File: src/rtl/mss_pkg.sv
`default_nettype none

package mss_pkg;

    localparam int STORE_DEPTH_DEF = 16;
    localparam int STACK_COUNT_DEF = 4;

    localparam int SEL_W  = 2;
    localparam int DATA_W = 32;

    typedef logic [1:0] status_t;

    localparam status_t STATUS_DONE  = 2'd0;
    localparam status_t STATUS_FULL  = 2'd1;
    localparam status_t STATUS_EMPTY = 2'd2;

    localparam logic REQ_PUSH = 1'b0;
    localparam logic REQ_POP  = 1'b1;

    typedef enum logic [1:0] {
        S_IDLE,
        S_LOOKUP,
        S_COMMIT,
        S_RESP
    } state_t;

    typedef struct packed {
        logic capture;
        logic lookup;
        logic commit;
        logic load_out;
    } dp_cmd_t;

    typedef struct packed {
        logic refused;
    } dp_stat_t;

endpackage

`default_nettype wire

File: src/rtl/mss_ctrl.sv
`default_nettype none

module mss_ctrl (
    input  wire logic              clk,
    input  wire logic              rst_n,
    input  wire logic              in_valid,
    output logic                   in_ready,
    output logic                   out_valid,
    input  wire logic              out_ready,
    output mss_pkg::dp_cmd_t       cmd,
    input  wire mss_pkg::dp_stat_t stat
);

    mss_pkg::state_t state_reg;
    mss_pkg::state_t state_next;
    logic            out_valid_reg;
    logic            out_valid_next;
    logic            out_free;

    assign out_free = !out_valid_reg || out_ready;

    always_comb
    begin
        state_next = state_reg;
        unique case (state_reg)
            mss_pkg::S_IDLE:
            begin
                if (in_valid)
                    state_next = mss_pkg::S_LOOKUP;
            end
            mss_pkg::S_LOOKUP:
            begin
                if (stat.refused)
                    state_next = mss_pkg::S_RESP;
                else
                    state_next = mss_pkg::S_COMMIT;
            end
            mss_pkg::S_COMMIT:
            begin
                state_next = mss_pkg::S_RESP;
            end
            mss_pkg::S_RESP:
            begin
                if (out_free)
                    state_next = mss_pkg::S_IDLE;
            end
            default:
            begin
                state_next = mss_pkg::S_IDLE;
            end
        endcase
    end

    always_comb
    begin
        cmd          = '0;
        in_ready     = 1'b0;
        unique case (state_reg)
            mss_pkg::S_IDLE:
            begin
                in_ready    = 1'b1;
                cmd.capture = in_valid;
            end
            mss_pkg::S_LOOKUP:
            begin
                cmd.lookup = 1'b1;
            end
            mss_pkg::S_COMMIT:
            begin
                cmd.commit = 1'b1;
            end
            mss_pkg::S_RESP:
            begin
                cmd.load_out = out_free;
            end
            default:
            begin
                cmd = '0;
            end
        endcase
    end

    // result register: set on load, dropped once taken
    always_comb
    begin
        if (cmd.load_out)
            out_valid_next = 1'b1;
        else if (out_ready)
            out_valid_next = 1'b0;
        else
            out_valid_next = out_valid_reg;
    end

    always_ff @(posedge clk or negedge rst_n)
    begin
        if (!rst_n)
        begin
            state_reg     <= mss_pkg::S_IDLE;
            out_valid_reg <= 1'b0;
        end
        else
        begin
            state_reg     <= state_next;
            out_valid_reg <= out_valid_next;
        end
    end

    assign out_valid = out_valid_reg;

endmodule

`default_nettype wire

File: src/rtl/mss_datapath.sv
`default_nettype none

module mss_datapath #(
    parameter int STORE_DEPTH = mss_pkg::STORE_DEPTH_DEF,
    parameter int STACK_COUNT = mss_pkg::STACK_COUNT_DEF
) (
    input  wire logic                          clk,
    input  wire logic                          rst_n,
    input  wire mss_pkg::dp_cmd_t              cmd,
    output mss_pkg::dp_stat_t                  stat,
    input  wire logic                          req_type,
    input  wire logic [mss_pkg::SEL_W-1:0]     stack_sel,
    input  wire logic signed [mss_pkg::DATA_W-1:0] push_value,
    output logic signed [mss_pkg::DATA_W-1:0]  pop_value,
    output mss_pkg::status_t                   status,
    output logic                               store_full,
    output logic                               stack_empty
);

    localparam int ADDR_W = $clog2(STORE_DEPTH);
    localparam int CNT_W  = $clog2(STORE_DEPTH + 1);
    localparam int HEAD_W = (STACK_COUNT > 1) ? $clog2(STACK_COUNT) : 1;
    localparam int EXT_W  = (HEAD_W > mss_pkg::SEL_W) ? HEAD_W : mss_pkg::SEL_W;

    // link entry: valid bit on top of the slot index
    typedef logic [ADDR_W:0] link_t;

    logic [mss_pkg::DATA_W-1:0] data_mem [STORE_DEPTH];
    link_t                      link_mem [STORE_DEPTH];
    logic [ADDR_W-1:0]          head_mem [STACK_COUNT];

    logic [STACK_COUNT-1:0]     head_valid_reg;
    logic [ADDR_W-1:0]          free_idx_reg;
    logic                       free_valid_reg;
    logic [CNT_W-1:0]           fill_reg;

    logic                       req_type_reg;
    logic [HEAD_W-1:0]          sel_idx_reg;
    logic                       sel_ok_reg;
    logic [mss_pkg::DATA_W-1:0] value_reg;

    logic [ADDR_W-1:0]          head_rd_reg;
    logic [ADDR_W-1:0]          slot_reg;
    link_t                      link_rd_reg;
    logic [mss_pkg::DATA_W-1:0] data_rd_reg;
    logic                       top_valid_reg;
    logic                       fresh_reg;

    logic [mss_pkg::DATA_W-1:0] res_pop_reg;
    mss_pkg::status_t           res_status_reg;
    logic                       res_full_reg;
    logic                       res_empty_reg;

    logic [EXT_W-1:0]           sel_ext;
    logic [HEAD_W-1:0]          sel_idx_in;
    logic                       sel_ok_in;
    logic                       is_push;
    logic                       top_valid;
    logic [ADDR_W-1:0]          slot;
    logic                       refused;
    logic [CNT_W-1:0]           slot_plus;
    logic                       next_valid;
    logic [ADDR_W-1:0]          next_idx;

    assign sel_ext    = EXT_W'(stack_sel);
    assign sel_idx_in = sel_ext[HEAD_W-1:0];
    assign sel_ok_in  = 32'(stack_sel) < 32'(STACK_COUNT);

    always_ff @(posedge clk)
    begin
        if (cmd.capture)
        begin
            req_type_reg <= req_type;
            sel_idx_reg  <= sel_idx_in;
            sel_ok_reg   <= sel_ok_in;
            value_reg    <= push_value;
        end
    end

    // lookup: pick the slot and decide whether the request is refused
    assign is_push   = (req_type_reg == mss_pkg::REQ_PUSH);
    assign top_valid = sel_ok_reg && head_valid_reg[sel_idx_reg];
    assign slot      = is_push ? free_idx_reg : head_rd_reg;
    assign refused   = is_push ? (!sel_ok_reg || !free_valid_reg)
                               : (!sel_ok_reg || !top_valid);
    assign stat.refused = refused;

    // slots at or above the fill mark were never linked: the next slot follows in index order
    assign slot_plus  = CNT_W'(slot_reg) + CNT_W'(1);
    assign next_valid = fresh_reg ? (32'(slot_plus) < 32'(STORE_DEPTH)) : link_rd_reg[ADDR_W];
    assign next_idx   = fresh_reg ? slot_plus[ADDR_W-1:0] : link_rd_reg[ADDR_W-1:0];

    always_ff @(posedge clk)
    begin
        if (cmd.capture)
            head_rd_reg <= head_mem[sel_idx_in];
        if (cmd.commit && sel_ok_reg)
        begin
            if (is_push)
                head_mem[sel_idx_reg] <= slot_reg;
            else
                head_mem[sel_idx_reg] <= next_idx;
        end
    end

    always_ff @(posedge clk)
    begin
        if (cmd.lookup)
        begin
            link_rd_reg <= link_mem[slot];
            data_rd_reg <= data_mem[slot];
        end
        if (cmd.commit)
        begin
            if (is_push)
            begin
                link_mem[slot_reg] <= {top_valid_reg, head_rd_reg};
                data_mem[slot_reg] <= value_reg;
            end
            else
                link_mem[slot_reg] <= {free_valid_reg, free_idx_reg};
        end
    end

    always_ff @(posedge clk)
    begin
        if (cmd.lookup)
        begin
            slot_reg      <= slot;
            top_valid_reg <= top_valid;
            fresh_reg     <= CNT_W'(slot) >= fill_reg;
        end
    end

    always_ff @(posedge clk or negedge rst_n)
    begin
        if (!rst_n)
        begin
            head_valid_reg <= '0;
            free_idx_reg   <= '0;
            free_valid_reg <= 1'b1;
            fill_reg       <= '0;
        end
        else if (cmd.commit)
        begin
            if (is_push)
            begin
                free_idx_reg   <= next_idx;
                free_valid_reg <= next_valid;
                head_valid_reg[sel_idx_reg] <= 1'b1;
                if (fresh_reg)
                    fill_reg <= fill_reg + CNT_W'(1);
            end
            else
            begin
                free_idx_reg   <= slot_reg;
                free_valid_reg <= 1'b1;
                head_valid_reg[sel_idx_reg] <= next_valid;
            end
        end
    end

    always_ff @(posedge clk)
    begin
        if (cmd.lookup && refused)
        begin
            res_pop_reg    <= '0;
            res_status_reg <= is_push ? mss_pkg::STATUS_FULL : mss_pkg::STATUS_EMPTY;
            res_full_reg   <= !free_valid_reg;
            res_empty_reg  <= !top_valid;
        end
        else if (cmd.commit)
        begin
            res_status_reg <= mss_pkg::STATUS_DONE;
            if (is_push)
            begin
                res_pop_reg   <= '0;
                res_full_reg  <= !next_valid;
                res_empty_reg <= 1'b0;
            end
            else
            begin
                res_pop_reg   <= data_rd_reg;
                res_full_reg  <= 1'b0;
                res_empty_reg <= !next_valid;
            end
        end
    end

    always_ff @(posedge clk)
    begin
        if (cmd.load_out)
        begin
            pop_value   <= res_pop_reg;
            status      <= res_status_reg;
            store_full  <= res_full_reg;
            stack_empty <= res_empty_reg;
        end
    end

endmodule

`default_nettype wire

File: src/rtl/multi_stack_shared_store_top.sv
// channel | direction | handshake          | fields
// --------+-----------+--------------------+------------------------------------------
// request | in        | in_valid/in_ready  | req_type, stack_sel, push_value
// result  | out       | out_valid/out_ready| pop_value, status, store_full, stack_empty
//
// one request at a time: each goes through the accept / lookup / commit / respond
// sequence around the link store read; a refused request skips the commit step
// reset: stacks empty, free list in slot order; no clearing pass (fill mark tracks
// slots not yet linked)
// a result held by out_ready low stalls the block in its respond step
`default_nettype none

module multi_stack_shared_store_top #(
    parameter int STORE_DEPTH = mss_pkg::STORE_DEPTH_DEF,
    parameter int STACK_COUNT = mss_pkg::STACK_COUNT_DEF
) (
    input  wire logic                              clk,
    input  wire logic                              rst_n,
    input  wire logic                              in_valid,
    output logic                                   in_ready,
    input  wire logic                              req_type,
    input  wire logic [mss_pkg::SEL_W-1:0]         stack_sel,
    input  wire logic signed [mss_pkg::DATA_W-1:0] push_value,
    output logic                                   out_valid,
    input  wire logic                              out_ready,
    output logic signed [mss_pkg::DATA_W-1:0]      pop_value,
    output mss_pkg::status_t                       status,
    output logic                                   store_full,
    output logic                                   stack_empty
);

    mss_pkg::dp_cmd_t  cmd;
    mss_pkg::dp_stat_t stat;

    mss_ctrl u_ctrl (
        .clk       (clk),
        .rst_n     (rst_n),
        .in_valid  (in_valid),
        .in_ready  (in_ready),
        .out_valid (out_valid),
        .out_ready (out_ready),
        .cmd       (cmd),
        .stat      (stat)
    );

    mss_datapath #(
        .STORE_DEPTH (STORE_DEPTH),
        .STACK_COUNT (STACK_COUNT)
    ) u_datapath (
        .clk         (clk),
        .rst_n       (rst_n),
        .cmd         (cmd),
        .stat        (stat),
        .req_type    (req_type),
        .stack_sel   (stack_sel),
        .push_value  (push_value),
        .pop_value   (pop_value),
        .status      (status),
        .store_full  (store_full),
        .stack_empty (stack_empty)
    );

endmodule

`default_nettype wire

File: config.mk
export PLATFORM = sky130hd
export DESIGN_NAME = multi_stack_shared_store_top
export DESIGN_NICKNAME = d
export VERILOG_FILES = /design/src/rtl/mss_pkg.sv /design/src/rtl/mss_ctrl.sv /design/src/rtl/mss_datapath.sv /design/src/rtl/multi_stack_shared_store_top.sv
export SDC_FILE = /design/constraint.sdc
export NUM_CORES = 1
export LEC_CHECK = 0
export BUFFER_PORTS_ARGS = -buffer_cell sky130_fd_sc_hd__buf_2
export CAP_MARGIN = 20
export CORE_MARGIN = 8
export CORE_UTILIZATION = 30
export DETAILED_ROUTE_END_ITERATION = 12
export PLACE_DENSITY = 0.46
export SLEW_MARGIN = 30
export SYNTH_ARGS = -nofsm -noshare
export SYNTH_HDL_FRONTEND = slang
export SYNTH_SLANG_ARGS = --single-unit
File: constraint.sdc
create_clock -name clk -period 4.05 [get_ports clk]
set_input_delay 1.215 -clock clk [delete_from_list [all_inputs] [get_ports clk]]
set_output_delay 1.215 -clock clk [all_outputs]
set_load 0.1 [all_outputs]
==> flow_results.xml <==
<?xml version="1.0" encoding="UTF-8"?>
<metrics>
  <group name="floorplan">
    <metric name="initial_core_util" unit="%">30.1</metric>
    <metric name="io-pin-count" unit="">77</metric>
    <metric name="fp-row-count" unit="">114</metric>
    <metric name="die-area" unit="um^2">107000</metric>
    <metric name="chipHeight" unit="um">327</metric>
    <metric name="die_x" unit="um">327</metric>
    <metric name="core_area" unit="um^2">96100</metric>
  </group>
  <group name="worst_setup_path">
    <metric name="cp_max_fo" unit="">4</metric>
    <metric name="kind_of_capture_point_of_the_worst_setup_path" unit="">primary output</metric>
    <metric name="worstPathArrival" unit="ns">1.82</metric>
    <metric name="slowest_delay" unit="ns">0.46</metric>
    <metric name="cp_num_buf_inv" unit="">2</metric>
    <metric name="crit_chain" unit="">inv_1, ha_1, buf_2</metric>
    <metric name="critical_path_start_end_classification" unit="">reg -&gt; out</metric>
    <metric name="critical-path-slowest-cell" unit="">sky130_fd_sc_hd__buf_2</metric>
    <metric name="worst_ep_required_time" unit="ns">2.83</metric>
    <metric name="path_delay_family" unit="">buffers and inverters</metric>
    <metric name="critPathLaunchType" unit="">flop</metric>
  </group>
  <group name="clock_network">
    <metric name="max_root_sink_buffers" unit="">3</metric>
    <metric name="post_cts_clock_slew_at_the_launch_and_capture_registers_of_the_worst_setup_and_hold_paths" unit="ns">0.06</metric>
    <metric name="cts-buffers-inserted" unit="">86</metric>
    <metric name="ctsHoldBuffers" unit="">0</metric>
    <metric name="number_of_buffers_inserted_by_post_cts_setup_repair" unit="">0</metric>
    <metric name="htree_levels" unit="">3</metric>
    <metric name="clkLatencyLatePin" unit="ns">0.63</metric>
    <metric name="tritoncts_num_sinks" unit="">779</metric>
    <metric name="post_cts_resized" unit="">0</metric>
    <metric name="cts_tree" unit="">yes</metric>
    <metric name="clock_tree.root_cell" unit="">sky130_fd_sc_hd__clkbuf_16</metric>
  </group>
  <group name="global_route">
    <metric name="maximum_number_of_pins_on_one_net_before_global_route_repair" unit="">66</metric>
    <metric name="grt_pass1_wl" unit="mm">102</metric>
    <metric name="grt_antenna_before_repair" unit="">0</metric>
    <metric name="via_count_of_the_first_global_routing_pass" unit="">14672</metric>
    <metric name="grt_util_all_layers" unit="%">12.8</metric>
    <metric name="globalRoute.totalOverflow" unit="">0</metric>
  </group>
  <group name="status">
    <metric name="status" unit="">complete, no violations</metric>
  </group>
  <group name="placement">
    <metric name="dp_cells" unit="">2720</metric>
    <metric name="hpwl" unit="mm">38.7</metric>
    <metric name="gp_congestion" unit="">0.711</metric>
    <metric name="placement.cell_area" unit="um^2">31200</metric>
    <metric name="place.port_buffers" unit="">76</metric>
    <metric name="post-place-ws" unit="ns">1.10</metric>
  </group>
  <group name="layout">
    <metric name="registers.top_by_ff_count" unit="">u_datapath.data_mem</metric>
    <metric name="stdcell_count" unit="">2880</metric>
    <metric name="layout_cells_sized_above_1" unit="%">26.6</metric>
    <metric name="post_synthesis_to_final_layout_area_growth" unit="%">17.6</metric>
    <metric name="largest_register_ffs" unit="">512</metric>
    <metric name="num-nets-final" unit="">1584</metric>
    <metric name="insertedDiodeCount" unit="">0</metric>
    <metric name="top_regs" unit="">u_datapath.data_mem: 512 flops, u_datapath.link_mem: 80 flops</metric>
    <metric name="fillers" unit="">8975</metric>
    <metric name="final_area" unit="um^2">34000</metric>
  </group>
  <group name="sta">
    <metric name="finalHoldViolCount" unit="">0</metric>
    <metric name="tightestPinTransition" unit="ns">0.907</metric>
    <metric name="finalSetupTns" unit="ns">0</metric>
    <metric name="grt_setup_unrepaired" unit="">no</metric>
    <metric name="final_min_period_over_clock_period" unit="%">74.9</metric>
    <metric name="finClkSkew" unit="ns">0.0193</metric>
    <metric name="setup_violations" unit="">0</metric>
    <metric name="slew_viol_final" unit="">0</metric>
    <metric name="final_setup_slack_of_the_worst_path" unit="ns">1.02</metric>
    <metric name="timing.fmax" unit="MHz">330</metric>
    <metric name="min_period" unit="ns">3.03</metric>
    <metric name="worst_slew_margin_rel" unit="%">39.5</metric>
  </group>
  <group name="flow_run">
    <metric name="number_of_maximum_capacitance_constraint_violations" unit="">0</metric>
  </group>
  <group name="hold_path">
    <metric name="timing.hold.worst.class" unit="">reg -&gt; reg</metric>
  </group>
  <group name="synth">
    <metric name="syn_avg_cell_area" unit="um^2">20.8</metric>
    <metric name="ys_dominant_reg_cell" unit="">sky130_fd_sc_hd__edfxtp_1</metric>
    <metric name="netlist_instances" unit="">1391</metric>
    <metric name="synth.net_count" unit="">1443</metric>
    <metric name="synth_sequential_area_ratio" unit="%">79.4</metric>
    <metric name="ys_ff_latch" unit="">779</metric>
    <metric name="netlist.area_leader.share" unit="%">75.8</metric>
    <metric name="cell_with_the_most_instances_after_synthesis" unit="">sky130_fd_sc_hd__edfxtp_1</metric>
    <metric name="post_synth_top_cells" unit="">sky130_fd_sc_hd__edfxtp_1, sky130_fd_sc_hd__nand2_1, sky130_fd_sc_hd__mux4_2, sky130_fd_sc_hd__nor2_1, sky130_fd_sc_hd__nand4_1</metric>
    <metric name="async_flop_share" unit="%">2.18</metric>
    <metric name="synthDominantAreaCellType" unit="">sky130_fd_sc_hd__edfxtp_1</metric>
    <metric name="ys_warn_count" unit="">0</metric>
    <metric name="synth.cell_area" unit="um^2">28900</metric>
    <metric name="yosys.cell_types.count" unit="">43</metric>
    <metric name="ys_top_cells_by_area" unit="">sky130_fd_sc_hd__edfxtp_1, sky130_fd_sc_hd__mux4_2, sky130_fd_sc_hd__nand2_1</metric>
    <metric name="number_of_enable_type_register_cells_in_the_synthesized_netlist" unit="">730</metric>
  </group>
  <group name="power">
    <metric name="leakagePower" unit="nW">10.9</metric>
    <metric name="design_power_total" unit="mW">24.2</metric>
    <metric name="vdd_drop_max" unit="mV">0.398</metric>
    <metric name="cellPowerDensity" unit="nW/um^2">710</metric>
  </group>
  <group name="detailed_routing">
    <metric name="avgViaCountPerCell" unit="">4.68</metric>
    <metric name="via_count" unit="">13467</metric>
    <metric name="detail-route-antenna-nets" unit="">0</metric>
    <metric name="firstDrtPassIters" unit="">6</metric>
    <metric name="detail_route.wirelength" unit="mm">69.2</metric>
    <metric name="route.detailed.wl_per_inst" unit="um">24.0</metric>
    <metric name="drt_iter0_markers" unit="">992</metric>
    <metric name="drc" unit="">0</metric>
  </group>
</metrics>
[per-layer routing]
layer / track usage, % / part of all wire [%] / vias to the layer above
li1: - / - / 5914
met3: 2.57 / 4.3 / 96
met2: 20.6 / 47 / 272
met4: 3.11 / 2.0 / 0
met5: 0 / 0 / -
met1: 18.0 / 47 / 7185
[placed cells by master (no fill, tap or decap), types with 4 or more instances in the layout]
master                      instances
sky130_fd_sc_hd__bufinv_16          8
sky130_fd_sc_hd__clkbuf_16         88
sky130_fd_sc_hd__clkbuf_1          20
sky130_fd_sc_hd__inv_1             14
sky130_fd_sc_hd__a31oi_1            5
sky130_fd_sc_hd__dfrtp_1           16
sky130_fd_sc_hd__a22o_1            32
sky130_fd_sc_hd__nor2_1            29
sky130_fd_sc_hd__buf_4             28
sky130_fd_sc_hd__clkinv_2          12
sky130_fd_sc_hd__buf_2             76
sky130_fd_sc_hd__edfxtp_1         730
sky130_fd_sc_hd__clkinv_1          22
sky130_fd_sc_hd__ha_1              12
sky130_fd_sc_hd__mux2_2             5
sky130_fd_sc_hd__nand2_1          171
sky130_fd_sc_hd__o21ai_0           13
sky130_fd_sc_hd__dfxtp_1           32
sky130_fd_sc_hd__nand2b_1           7
sky130_fd_sc_hd__nand4_1           40
sky130_fd_sc_hd__a21oi_1            8
sky130_fd_sc_hd__xnor2_1            4
sky130_fd_sc_hd__mux4_2           153
sky130_fd_sc_hd__buf_12            13
sky130_fd_sc_hd__nor2_4            16
[cell type report]
class                           instances  area (um^2)  share of cell area [%]
Sequential cell                       779        23000                    67.5
Multi-Input combinational cell        533         5740                    16.9
Tap cell                             1276         1600                    4.69
Clock inverter                         50          494                    1.45
Timing Repair Buffer                  117          851                    2.50
Inverter                               15         63.8                   0.187
Clock buffer                          110         2300                    6.77
[report_power, final]
group	total [mW]	leakage [nW]	internal, mW	switching (mW)
logic	5.51	2.42	1.90	3.61
registers	10.9	7.08	10.3	0.655
clock network	7.74	1.36	4.55	3.19
total	24.2	10.9	16.7	7.45
[final timing paths]
| kind | cells past startpoint | slack (ns) | endpoint | startpoint |
|---|---|---|---|---|
| max | 3 | 1.02 | in_ready | u_ctrl.state_reg[1]$_DFFE_PN0P_ |
| min | 0 | 0.42 | u_datapath.stack_empty$_DFFE_PP_ | u_datapath.res_empty_reg$_DFFE_PP_ |
| max reg2reg | 6 | 1.12 | u_datapath.data_mem[14][26]$_DFFE_PP_ | u_ctrl.state_reg[0]$_DFFE_PN0P_ |
| min reg2reg | 0 | 0.42 | u_datapath.stack_empty$_DFFE_PP_ | u_datapath.res_empty_reg$_DFFE_PP_ |
| max in group asynchronous | 1 | 3.18 | u_datapath.free_valid_reg$_DFFE_PN1N_ | rst_n |
| min in group asynchronous | 1 | 0.53 | u_datapath.head_valid_reg[1]$_DFFE_PN0P_ | rst_n |
[stage by stage]
stage               hold slack (ns)  util (%)
floorplan                     0.400         -
global placement              0.409      32.5
detailed placement            0.405      32.5
CTS                           0.417      35.4
global route                  0.426      35.4
finish                        0.417      35.4
[cells by family (layout without fill, tap and decap cells)]
group	Yosys count	in the layout	synth area share (%)
compound gates	72	72	1.87
mux	163	163	12.3
buf+inv	79	292	1.44
xor+xnor	5	5	0.151
flops	779	779	79.4
fa+ha+maj	13	13	0.562
simple gates	280	280	4.20
Power figures use the tool's default switching activity.
